## src/rtl/core/slrg_pkg.sv

```systemverilog
// Shared types, codes and constants of the sprite list row generator.
`default_nettype none
package slrg_pkg;

	// Parameter defaults and fixed geometry.
	localparam int unsigned TILE_COUNT_DEF = 4096;
	localparam int          SCREEN_WIDTH   = 256;
	localparam logic [3:0]  ROW_LAST       = 4'd15;

	// Stream word widths.
	localparam int unsigned S_DATA_W   = 136;
	localparam int unsigned M_DATA_W   = 104;
	localparam int unsigned APB_ADDR_W = 4;

	// Input command codes carried on s_tuser.
	localparam logic [1:0] CMD_FRAME  = 2'd0;
	localparam logic [1:0] CMD_SPRITE = 2'd1;
	localparam logic [1:0] CMD_LOAD   = 2'd2;

	// Register indexes (byte address divided by four).
	localparam logic [1:0] REG_WINDOW_TOP    = 2'd0;
	localparam logic [1:0] REG_WINDOW_BOTTOM = 2'd1;
	localparam logic [1:0] REG_CLEAR_PEN     = 2'd2;

	localparam logic [8:0] WINDOW_TOP_RST    = 9'd16;
	localparam logic [8:0] WINDOW_BOTTOM_RST = 9'd239;
	localparam logic [3:0] CLEAR_PEN_RST     = 4'd0;

	typedef struct packed {
		logic [8:0] window_top;
		logic [8:0] window_bottom;
		logic [3:0] clear_pen;
	} cfg_t;

	// Commands from the controller to the datapath.
	typedef struct packed {
		logic       clear_run;
		logic       load_wr;
		logic       place;
		logic       eval;
		logic       row_rd;
		logic       out_load;
		logic [3:0] row;
	} dp_cmd_t;

	// Status from the datapath to the controller.
	typedef struct packed {
		logic        drawn;
		logic [15:0] row_vis;
		logic        out_free;
	} dp_status_t;

endpackage
`default_nettype wire

```

## src/rtl/core/slrg_ctrl.sv

```systemverilog
// Controller: accepts words, evaluates sprites and sequences the sixteen tile rows.
`default_nettype none
module slrg_ctrl import slrg_pkg::*; (
	input  wire logic       clk,
	input  wire logic       arst_n,
	input  wire logic       s_tvalid,
	output logic            s_tready,
	input  wire logic [1:0] s_tuser,
	input  wire dp_status_t status,
	output dp_cmd_t         cmd
);

	typedef enum logic [1:0] {
		ST_IDLE,
		ST_EVAL,
		ST_SCAN,
		ST_FETCH
	} state_t;

	state_t     state_q;
	logic [3:0] row_q;
	logic       accept;

	assign s_tready = (state_q == ST_IDLE);
	assign accept   = s_tvalid && s_tready;

	always_comb begin
		cmd     = '0;
		cmd.row = row_q;
		case (state_q)
			ST_IDLE: begin
				if (accept) begin
					case (s_tuser)
						CMD_FRAME:  cmd.clear_run = 1'b1;
						CMD_SPRITE: cmd.place     = 1'b1;
						CMD_LOAD:   cmd.load_wr   = 1'b1;
						default: ;
					endcase
				end
			end
			ST_EVAL:  cmd.eval     = 1'b1;
			ST_SCAN:  cmd.row_rd   = status.row_vis[row_q];
			ST_FETCH: cmd.out_load = status.out_free;
			default: ;
		endcase
	end

	always_ff @(posedge clk or negedge arst_n) begin
		if (!arst_n) begin
			state_q <= ST_IDLE;
			row_q   <= 4'd0;
		end else begin
			case (state_q)
				ST_IDLE: begin
					if (accept && s_tuser == CMD_SPRITE)
						state_q <= ST_EVAL;
				end
				ST_EVAL: begin
					row_q   <= 4'd0;
					state_q <= status.drawn ? ST_SCAN : ST_IDLE;
				end
				ST_SCAN: begin
					// Rows outside the window are stepped over without a read.
					if (status.row_vis[row_q])
						state_q <= ST_FETCH;
					else if (row_q == ROW_LAST)
						state_q <= ST_IDLE;
					else
						row_q <= row_q + 4'd1;
				end
				ST_FETCH: begin
					if (status.out_free) begin
						if (row_q == ROW_LAST) begin
							state_q <= ST_IDLE;
						end else begin
							row_q   <= row_q + 4'd1;
							state_q <= ST_SCAN;
						end
					end
				end
				default: state_q <= ST_IDLE;
			endcase
		end
	end

	a_load_needs_slot: assert property (@(posedge clk) disable iff (!arst_n)
		cmd.out_load |-> status.out_free)
		else $error("result word loaded while the output register is occupied");

	a_fetch_after_read: assert property (@(posedge clk) disable iff (!arst_n)
		(state_q == ST_FETCH) |-> ($past(cmd.row_rd) || $past(state_q == ST_FETCH)))
		else $error("fetch state entered without a tile row read");

	a_eval_after_place: assert property (@(posedge clk) disable iff (!arst_n)
		(state_q == ST_EVAL) |-> $past(cmd.place))
		else $error("sprite evaluated without a placed sprite entry");

endmodule
`default_nettype wire

```

## config.mk

```make
export PLATFORM = sky130hd
export DESIGN_NAME = slrg_ctrl
export DESIGN_NICKNAME = d
export VERILOG_FILES = /design/src/rtl/core/slrg_pkg.sv /design/src/rtl/core/slrg_ctrl.sv
export SDC_FILE = /design/constraint.sdc
export NUM_CORES = 1
export LEC_CHECK = 0
export ABC_AREA = 1
export BUFFER_PORTS_ARGS = -buffer_cell sky130_fd_sc_hd__buf_4
export CAP_MARGIN = 25
export CORE_MARGIN = 4
export CORE_UTILIZATION = 50
export CTS_BUF_LIST = sky130_fd_sc_hd__clkbuf_4 sky130_fd_sc_hd__clkbuf_8
export CTS_CLUSTER_SIZE = 14
export DETAILED_ROUTE_END_ITERATION = 10
export GPL_ROUTABILITY_DRIVEN = 0
export PLACE_DENSITY = 0.87
export REMOVE_ABC_BUFFERS = 1
export SYNTH_ARGS = -nofsm -noshare
export SYNTH_HDL_FRONTEND = slang
export SYNTH_SLANG_ARGS = --single-unit
```

## constraint.sdc

```tcl
create_clock -name clk -period 4.1 [get_ports clk]
set_clock_uncertainty 0.2 [all_clocks]
set_input_delay 0 -clock clk [delete_from_list [all_inputs] [get_ports clk]]
set_output_delay 0 -clock clk [all_outputs]
set_load 0.05 [all_outputs]
```

==> flow_metrics.tcl <==
set metrics [dict create \
    timing.slew.headroom 0.7049 \
    first_pass_iters 5 \
    drc 0 \
    pwr_density_cell_nw_per_um2 544.5 \
    cp_top_family "simple AND/OR/NAND/NOR gates" \
    cp_max_fo 14 \
    drtIter0Drc 20 \
    leakagePower_nw 0.6035 \
    p_clk_frac 0.102 \
    seqPwrFrac 0.214 \
    track_usage 0.2231 \
    layout_setup_ws_ps 2021 \
    ios 34 \
    overflow 0 \
    clkTransAtPathRegs_ps 50 \
    period_needed_ps 2079 \
    die_h_um 44.39 \
    ir_worst_vdd_mv 0.3502 \
    pre_cts_slack_ps 2133 \
    synth-seq-cells 6 \
    power_report.internal_total_uw 230.9 \
    synth_warnings 0 \
    synthCells 117 \
    startpoint_type "register" \
    die_area_sq_um 1970 \
    holdCritPathClass "in2out" \
    postCtsSetupRepairBufs 0 \
    clock_latency_ps 250 \
    hold_viol 0 \
    final_cell_mix "nand2_1 (42), buf_4 (33), inv_1 (23)" \
    synth_area_per_cell_sq_um 5.657 \
    status "finished clean" \
    totalWireLength_um 1941 \
    die_w_um 44.39 \
    drv_cap 0 \
    cts_tree "yes" \
    cp_cell_sequence "ha_1 > nand2_1 > inv_1 > nand2_1 > nor2_1 > nor2_1 > nand3_4 > nand2_1 > nand2_1" \
    htreeDepth 1 \
    drive_above_1_share 0.2949 \
    cp_slowest_stage_delay_ps 530 \
    reg2reg_slack_ps 2020 \
    grt_setup_unrepaired "no" \
    cts_buffer_depth 2 \
    crit_required_ps 4040 \
    grt_pass1_wl_um 3325 \
    slew_violations 0 \
    critPathArrivalTime_ps 2020 \
    switching_share 0.5666 \
    root_buffer "clkbuf_4" \
    fin_nets 182 \
    fin_total_pwr_uw 532.8 \
    crit_buf_inv 1 \
    io_buffers 33 \
    vias_per_cell 5.076 \
    grt_antenna_before_repair 0 \
    clock-sinks 6 \
    coreArea_sq_um 1171 \
    antenna-diode-count 0 \
    place_inst 163 \
    max_freq_ghz 0.4809 \
    finalCritPeriodShare 0.5072 \
    hpwl_um 1442 \
    area_delta_synth_final_pct 47.83 \
    path_class "reg2reg" \
    row_count 12 \
    yosysSeqAreaShare 0.2268 \
    multi_input_area_sq_um 402.9 \
    netlist_area_sq_um 661.9 \
    grt_pass1_vias 794 \
    fin_cells 170 \
    cpMaxStageDelayCell "dfrtp_1" \
    vias 863 \
    cts_buffers 3 \
    cp-end-kind "register" \
    grt_max_degree 15 \
    post_drt_wl_per_cell_um 11.42 \
    fin_util 0.8355 \
    drtAntennaViolNets 0 \
    combPwrFrac 0.684 \
    start_util 0.5652 \
    nFillCells 82 \
    finalSetupViolations 0 \
    fin_tns_setup_ps 0 \
    worst_slew_pin_slew_ps 442.6 \
    final_common_cell "nand2_1" \
    cpMostUsedCell "nand2_1" \
    cts-resized-gates 0 \
    p_switching_uw 301.8 \
    regArea_sq_um 150.1 \
    ys_types 19 \
]
[logic make-up (layout without fill, tap and decap cells)]
kind of cell	count (synthesis)	in the layout	share of synthesized area
AND/OR/NAND/NOR	80	80	0.5671
AO/OA/AOI/OAI	3	3	0.02268
flip-flops	6	6	0.2268
adder cells (fa/ha/maj)	1	1	0.01890
buffers and inverters	27	66	0.1645
[cell usage after synthesis]
| cell | instances | share of area |
|---|---|---|
| nor2_1 | 11 | 0.062 |
| a21oi_1 | 1 | 0.0076 |
| o21ai_0 | 2 | 0.015 |
| nor2_2 | 2 | 0.019 |
| nand3_1 | 12 | 0.091 |
| nor3_1 | 3 | 0.023 |
| buf_6 | 1 | 0.017 |
| nand3b_1 | 1 | 0.011 |
| ha_1 | 1 | 0.019 |
| nand2_2 | 1 | 0.0095 |
| nand4_1 | 4 | 0.038 |
| inv_1 | 23 | 0.13 |
| nand2_1 | 42 | 0.24 |
| dfrtp_1 | 6 | 0.23 |
| nand2_4 | 1 | 0.017 |
| nand3_2 | 1 | 0.015 |
| nand3_4 | 1 | 0.026 |
| inv_2 | 3 | 0.017 |
| nor2_4 | 1 | 0.017 |
[registers in the layout (all words and copies together), names as in the netlist]
signal   cells
row_q        4
state_q      2
[per-layer routing]
layer | vias up | part of all wire | GRT usage
li1 | 438 | - | -
met1 | 373 | 0.39 | 0.2808
met2 | 49 | 0.49 | 0.3779
met3 | 3 | 0.10 | 0.02846
met4 | 0 | 0.013 | 0.09639
met5 | - | 0 | 0
[power by group through the flow]
stage	registers, mW	clock network [mW]	logic (mW)
2_1_floorplan	0.127	0	0.247
3_3_place_gp	0.112	0	0.350
3_5_place_dp	0.113	0	0.355
4_1_cts	0.112	0.0553	0.362
5_1_grt	0.118	0.0624	0.399
6_report	0.114	0.0544	0.364
[cell type report]
type / instances / area share
clock buffers: 3 / 0.02302
inverters: 26 / 0.09974
multi-input cells: 84 / 0.4118
flip-flops and latches: 6 / 0.1535
well taps: 14 / 0.01790
repair buffers: 37 / 0.2941
[worst register-to-register path, stage by stage, from the launching register on]
cell and delay (ps):
dfrtp_1 530, ha_1 320, nand2_1 90, inv_1 60, nand2_1 80, nor2_1 70, nor2_1 340, nand3_4 130
nand2_1 90, nand2_1 60
[metrics by stage]
| step | hold slack (ps) | instance area [sq um] |
|---|---|---|
| final | 100.6 | 978.4 |
| after global routing | 113.2 | 978.4 |
| after CTS | 100.6 | 978.4 |
| after detailed placement | -389.9 | 915.9 |
| after global placement | -392.1 | 915.9 |
| after floorplan | -495.6 | 650.6 |
[path summary, 6_finish.rpt]
check,depth (start not counted),from,to
setup / recovery,9,row_q[0],row_q[0]
max in group asynchronous,3,arst_n,row_q[2]
hold / removal,3,s_tuser[1],cmd[9]
setup reg to reg,9,row_q[0],row_q[0]
hold reg to reg,2,row_q[3],row_q[3]
min in group asynchronous,3,arst_n,state_q[1]
[repair_timing]
item	CTS	global route
hold buffers	4	0
endpoints found under the hold margin	8	0
setup endpoints to repair	0	0
(Power assumes the default switching activity.)
