`src/rtl/core/slrg_pkg.sv`:
```
// Shared types, codes and constants of the sprite list row generator.
`default_nettype none
package slrg_pkg;

	// Parameter defaults and fixed geometry.
	localparam int unsigned TILE_COUNT_DEF = 4096;
	localparam int          SCREEN_WIDTH   = 256;
	localparam logic [3:0]  ROW_LAST       = 4'd15;

	// Stream word widths.
	localparam int unsigned S_DATA_W   = 136;
	localparam int unsigned M_DATA_W   = 104;
	localparam int unsigned APB_ADDR_W = 4;

	// Input command codes carried on s_tuser.
	localparam logic [1:0] CMD_FRAME  = 2'd0;
	localparam logic [1:0] CMD_SPRITE = 2'd1;
	localparam logic [1:0] CMD_LOAD   = 2'd2;

	// Register indexes (byte address divided by four).
	localparam logic [1:0] REG_WINDOW_TOP    = 2'd0;
	localparam logic [1:0] REG_WINDOW_BOTTOM = 2'd1;
	localparam logic [1:0] REG_CLEAR_PEN     = 2'd2;

	localparam logic [8:0] WINDOW_TOP_RST    = 9'd16;
	localparam logic [8:0] WINDOW_BOTTOM_RST = 9'd239;
	localparam logic [3:0] CLEAR_PEN_RST     = 4'd0;

	typedef struct packed {
		logic [8:0] window_top;
		logic [8:0] window_bottom;
		logic [3:0] clear_pen;
	} cfg_t;

	// Commands from the controller to the datapath.
	typedef struct packed {
		logic       clear_run;
		logic       load_wr;
		logic       place;
		logic       eval;
		logic       row_rd;
		logic       out_load;
		logic [3:0] row;
	} dp_cmd_t;

	// Status from the datapath to the controller.
	typedef struct packed {
		logic        drawn;
		logic [15:0] row_vis;
		logic        out_free;
	} dp_status_t;

endpackage
`default_nettype wire

```
`src/rtl/core/slrg_cfg_regs.sv`:
```
// APB configuration registers: window top, window bottom and clear pen.
`default_nettype none
module slrg_cfg_regs import slrg_pkg::*; (
	input  wire logic                  clk,
	input  wire logic                  arst_n,
	input  wire logic                  psel,
	input  wire logic                  penable,
	input  wire logic                  pwrite,
	input  wire logic [APB_ADDR_W-1:0] paddr,
	input  wire logic [31:0]           pwdata,
	output logic      [31:0]           prdata,
	output logic                       pready,
	output cfg_t                       cfg
);

	logic [8:0] window_top_q;
	logic [8:0] window_bottom_q;
	logic [3:0] clear_pen_q;
	logic       wr_en;

	assign pready = 1'b1;
	assign wr_en  = psel && penable && pwrite && pready;

	always_ff @(posedge clk or negedge arst_n) begin
		if (!arst_n) begin
			window_top_q    <= WINDOW_TOP_RST;
			window_bottom_q <= WINDOW_BOTTOM_RST;
			clear_pen_q     <= CLEAR_PEN_RST;
		end else if (wr_en) begin
			case (paddr[3:2])
				REG_WINDOW_TOP:    window_top_q    <= pwdata[8:0];
				REG_WINDOW_BOTTOM: window_bottom_q <= pwdata[8:0];
				REG_CLEAR_PEN:     clear_pen_q     <= pwdata[3:0];
				default: ;
			endcase
		end
	end

	always_comb begin
		case (paddr[3:2])
			REG_WINDOW_TOP:    prdata = {23'd0, window_top_q};
			REG_WINDOW_BOTTOM: prdata = {23'd0, window_bottom_q};
			REG_CLEAR_PEN:     prdata = {28'd0, clear_pen_q};
			default:           prdata = 32'd0;
		endcase
	end

	assign cfg.window_top    = window_top_q;
	assign cfg.window_bottom = window_bottom_q;
	assign cfg.clear_pen     = clear_pen_q;

endmodule
`default_nettype wire

```
`config.mk`:
```
export PLATFORM = sky130hd
export DESIGN_NAME = slrg_cfg_regs
export DESIGN_NICKNAME = d
export VERILOG_FILES = /design/src/rtl/core/slrg_pkg.sv /design/src/rtl/core/slrg_cfg_regs.sv
export SDC_FILE = /design/constraint.sdc
export NUM_CORES = 1
export LEC_CHECK = 0
export BUFFER_PORTS_ARGS = -buffer_cell sky130_fd_sc_hd__buf_2
export CAP_MARGIN = 40
export CELL_PAD_IN_SITES_DETAIL_PLACEMENT = 0
export CELL_PAD_IN_SITES_GLOBAL_PLACEMENT = 2
export CORE_MARGIN = 5
export CORE_UTILIZATION = 19
export DETAILED_ROUTE_END_ITERATION = 7
export PLACE_DENSITY = 0.77
export SYNTH_ARGS = -nofsm -noshare
export SYNTH_HDL_FRONTEND = slang
export SYNTH_SLANG_ARGS = --single-unit
```
`constraint.sdc`:
```
create_clock -name clk -period 0.8 [get_ports clk]
set_input_delay 0.04 -clock clk [delete_from_list [all_inputs] [get_ports clk]]
set_output_delay 0.04 -clock clk [all_outputs]
set_load 0.005 [all_outputs]
```
==> results.txt <==
The power density over the cells is 2090 mW/mm². The number of clock sinks came out at 22. CTS built an H-tree with a depth of 1. The full die area is 0.00822 mm².

The library cell used most frequently in the layout, excluding fill and tap cells, is sky130_fd_sc_hd__buf_6. Global routing used 7.79% of the available tracks across all layers. The internal power component came out at 3.02 mW. Setup repair after global routing could not meet its margin everywhere. The post-synth design cell area is 0.00124 mm². The half-perimeter wire length after detailed placement is 2480 µm.

The number of antenna violations at the first check in global routing came out at 0. The length of the first detailed-routing pass in iterations is 3. The portion of the post-synthesis area used by sequential elements came out at 45.3%.

Across all setup checks in the final design, the least slack found is -0.374 ns. Cells with a size suffix above 1 make up 64.8% of the layout. The hold violation count in the final report is 0. Pin placement for this block handled 96 I/O pins. For this run the aggregate overflow at the end of global routing stands at 0. Between clock sinks in the finished design, the worst skew comes to 0 ns.

The remaining number of nets flagged by the antenna check after routing came out at 0. The number of flops mapped to enable cells by yosys came out at 0. The number of standard cells after synthesis came out at 100. The starting density of the core is 19.5%. The number of register bits inferred by synthesis came out at 22. Along the worst path, the maximum fanout reaches 2. Ranked by total cell area, the synthesized netlist is headed by sky130_fd_sc_hd__dfrtp_1 28%, sky130_fd_sc_hd__dfstp_2 17%, sky130_fd_sc_hd__buf_4 15%. The startpoint identified for the worst hold timing path is pwdata[5]. The final design area excluding fillers came out at 0.00197 mm². The part of the power in combinational logic came out at 43.3%. The utilization after layout came out at 31.1%. TritonCTS built the clock tree. The worst-case setup slack after placement is -0.407 ns. The final weighted congestion in routability-driven placement is 0.681. The number of input and output port buffers inserted came out at 46. In the finished design, the share of the clock period the worst path needs comes to 147%. sky130_fd_sc_hd__dfrtp_1 takes more of the synthesized area than any other cell. The worst supply voltage drop on vdd is 0.000909 V. The die is 90.7 µm wide.

The end of the critical path is prdata[3]. STA classifies the critical path endpoint as an output port. Data on the critical path is required at its endpoint by 0.76 ns. From bottom edge to top edge, the die measures 90.7 µm. The depth of the most critical reg-to-reg path came out at 3. The total number of vias is 944. The worst setup path is launched from a flop. The leakage component of the power is 1.02 nW.

The number of standard-cell rows in the floorplan is 29. For this run, asynchronously set or reset flops after synthesis account for 100%. The arrival time at the worst endpoint came out at 1.13 ns. The total detailed-routing wirelength is 3400 µm. The total cell area at the placement stage came out at 0.00159 mm². Summed over all nets, the switching power comes to 1.11 mW.

Among all flip-flop cells after synthesis, the most frequent one is sky130_fd_sc_hd__dfrtp_1. The number of distinct library cells after synthesis came out at 18. Leaving out fill and tap cells, the most frequent cells in the layout are 37 x sky130_fd_sc_hd__buf_6, 30 x sky130_fd_sc_hd__buf_2, 24 x sky130_fd_sc_hd__conb_1. The part of the total power dissipated in the clock network came out at 16.9%. From synthesis to final layout, the design area changed by 59.7%.

The count of final setup violators is 45. The summed negative setup slack over all endpoints is -6.61 ns. The DRC violation count after routing is 0.

The max-slew violation count came out at 0. The first global-routing pass estimated 5240 µm of wire. Once placement completed, the tool counted placed cells totaling 236.

The flow ran to the end, but the final reports show violations. In this run, flip-flops and latches consume 39.8% of the power. The clock latency on the worst-skew pair is 0.26 ns.

The number of nets at the end of the flow is 218. The Yosys step of the flow raised 0 warnings. The share of synthesized area in the top cell type comes to 28.3%. In this run the clock root is driven by a sky130_fd_sc_hd__clkbuf_8. Once layout is complete, the cells apart from fillers number 253. After clock tree synthesis, the clock-pin slew on the worst setup and hold paths is 0.08 ns. The setup slack of the worst register-to-register path came out at -0.11 ns. The max capacitance violation total is 0. The maximum operating frequency came out at 852 MHz. The mean instance size in the synthesized netlist is 12.4 µm². The worst register-to-register path ends at window_top_q[4]. The checks that failed: setup timing. In this run switching power makes up 27.0% of total power. The maximum clock insertion buffer count is 2. The worst setup path is of the reg -> out kind. The average detailed-routed wire length per instance came out at 13.4 µm.

The initial detailed-routing violation count is 28. The worst register-to-register path begins at window_top_q[4]. The number of global-route vias before repair is 980. The area of the placeable core came out at 0.00635 mm².

The worst hold path belongs to the class in -> reg. The mean number of vias per cell came out at 3.73. In this run the worst setup path begins at window_bottom_q[3].

Entering global routing, the biggest net connects 23 pins. The minimum period implied by the final worst setup slack came out at 1.17 ns. The number of antenna diodes in the final layout is 0. The number of buffers added by the clock tree synthesis step is 3.
[per-layer routing]
| layer | GRT usage, % | routed length (µm) | vias up |
|---|---|---|---|
| li1 | - | - | 442 |
| met1 | 8.76 | 1290 | 466 |
| met2 | 14.4 | 1840 | 34 |
| met3 | 1.58 | 237 | 2 |
| met4 | 2.61 | 31 | 0 |
| met5 | 0 | 0 | - |
[registers in the layout, indices dropped and copies added, names as in the netlist]
register / cells
clear_pen_q: 4
window_top_q: 9
window_bottom_q: 9
[what timing repair did]
action | CTS | global route
setup buffers | 5 | 9
hold buffers | 1 | 0
endpoints found under the hold margin | 14 | 0
gates resized for setup | 47 | 11
gates cloned | 1 | 0
endpoints found under the setup margin | 53 | 53
pin swaps | 2 | 5
[worst min path at each step]
stage / slack (ns) / cells past startpoint / to
2_1_floorplan: -0.26 / 0 / clear_pen_q[0]
3_3_place_gp: 0.04 / 1 / clear_pen_q[2]
3_5_place_dp: 0.04 / 1 / window_top_q[0]
4_1_cts: 0.02 / 2 / window_bottom_q[8]
5_1_grt: 0.03 / 2 / window_top_q[4]
6_report: 0.03 / 2 / window_top_q[5]
[stage by stage]
step | power (mW) | hold slack (ns)
finish | 4.13 | 0.0305
global route | 4.40 | 0.0289
CTS | 4.02 | 0.0247
detailed placement | 2.83 | 0.0410
global placement | 2.81 | 0.0378
floorplan | 2.22 | -0.256
[synthesized netlist by cell type, types with 2 or more instances]
library cell               n
sky130_fd_sc_hd__nand2_1   4
sky130_fd_sc_hd__mux2_4    9
sky130_fd_sc_hd__buf_4    24
sky130_fd_sc_hd__mux2i_1   9
sky130_fd_sc_hd__dfstp_2   8
sky130_fd_sc_hd__dfrtp_1  14
sky130_fd_sc_hd__nor2_1    5
sky130_fd_sc_hd__conb_1    2
sky130_fd_sc_hd__o21ai_0   4
sky130_fd_sc_hd__mux2_2   13
[critical path, stage by stage, from the launching register on]
cell and delay, ns:
sky130_fd_sc_hd__dfstp_2 0.54, sky130_fd_sc_hd__mux2i_2 0.07, sky130_fd_sc_hd__o21ai_1 0.14, sky130_fd_sc_hd__buf_2 0.13
[layout make-up]
type	instances	area, µm²
Clock buffer	4	45.0
Fill cell	647	4380
Timing Repair Buffer	77	644
Sequential cell	22	561
Multi-Input combinational cell	73	628
Tap cell	77	96.3
[kinds of logic after synthesis]
logic type | after synthesis | share of synthesized area [%]
AOI/OAI and AO/OA | 4 | 1.62
buffers and inverters | 27 | 16.2
DFF | 22 | 45.3
muxes | 31 | 30.1
other | 2 | 0.608
and+or+nand+nor | 14 | 6.17
[power by group through the flow]
stage          clock network [mW]  registers (mW)  logic (mW)
3_3_place_gp                    0            1.63        1.18
2_1_floorplan                   0            1.66       0.562
4_1_cts                     0.724            1.64        1.66
5_1_grt                     0.783            1.68        1.94
6_report                    0.700            1.64        1.79
3_5_place_dp                    0            1.64        1.19
Note: power is estimated with default switching activity, not from simulation.
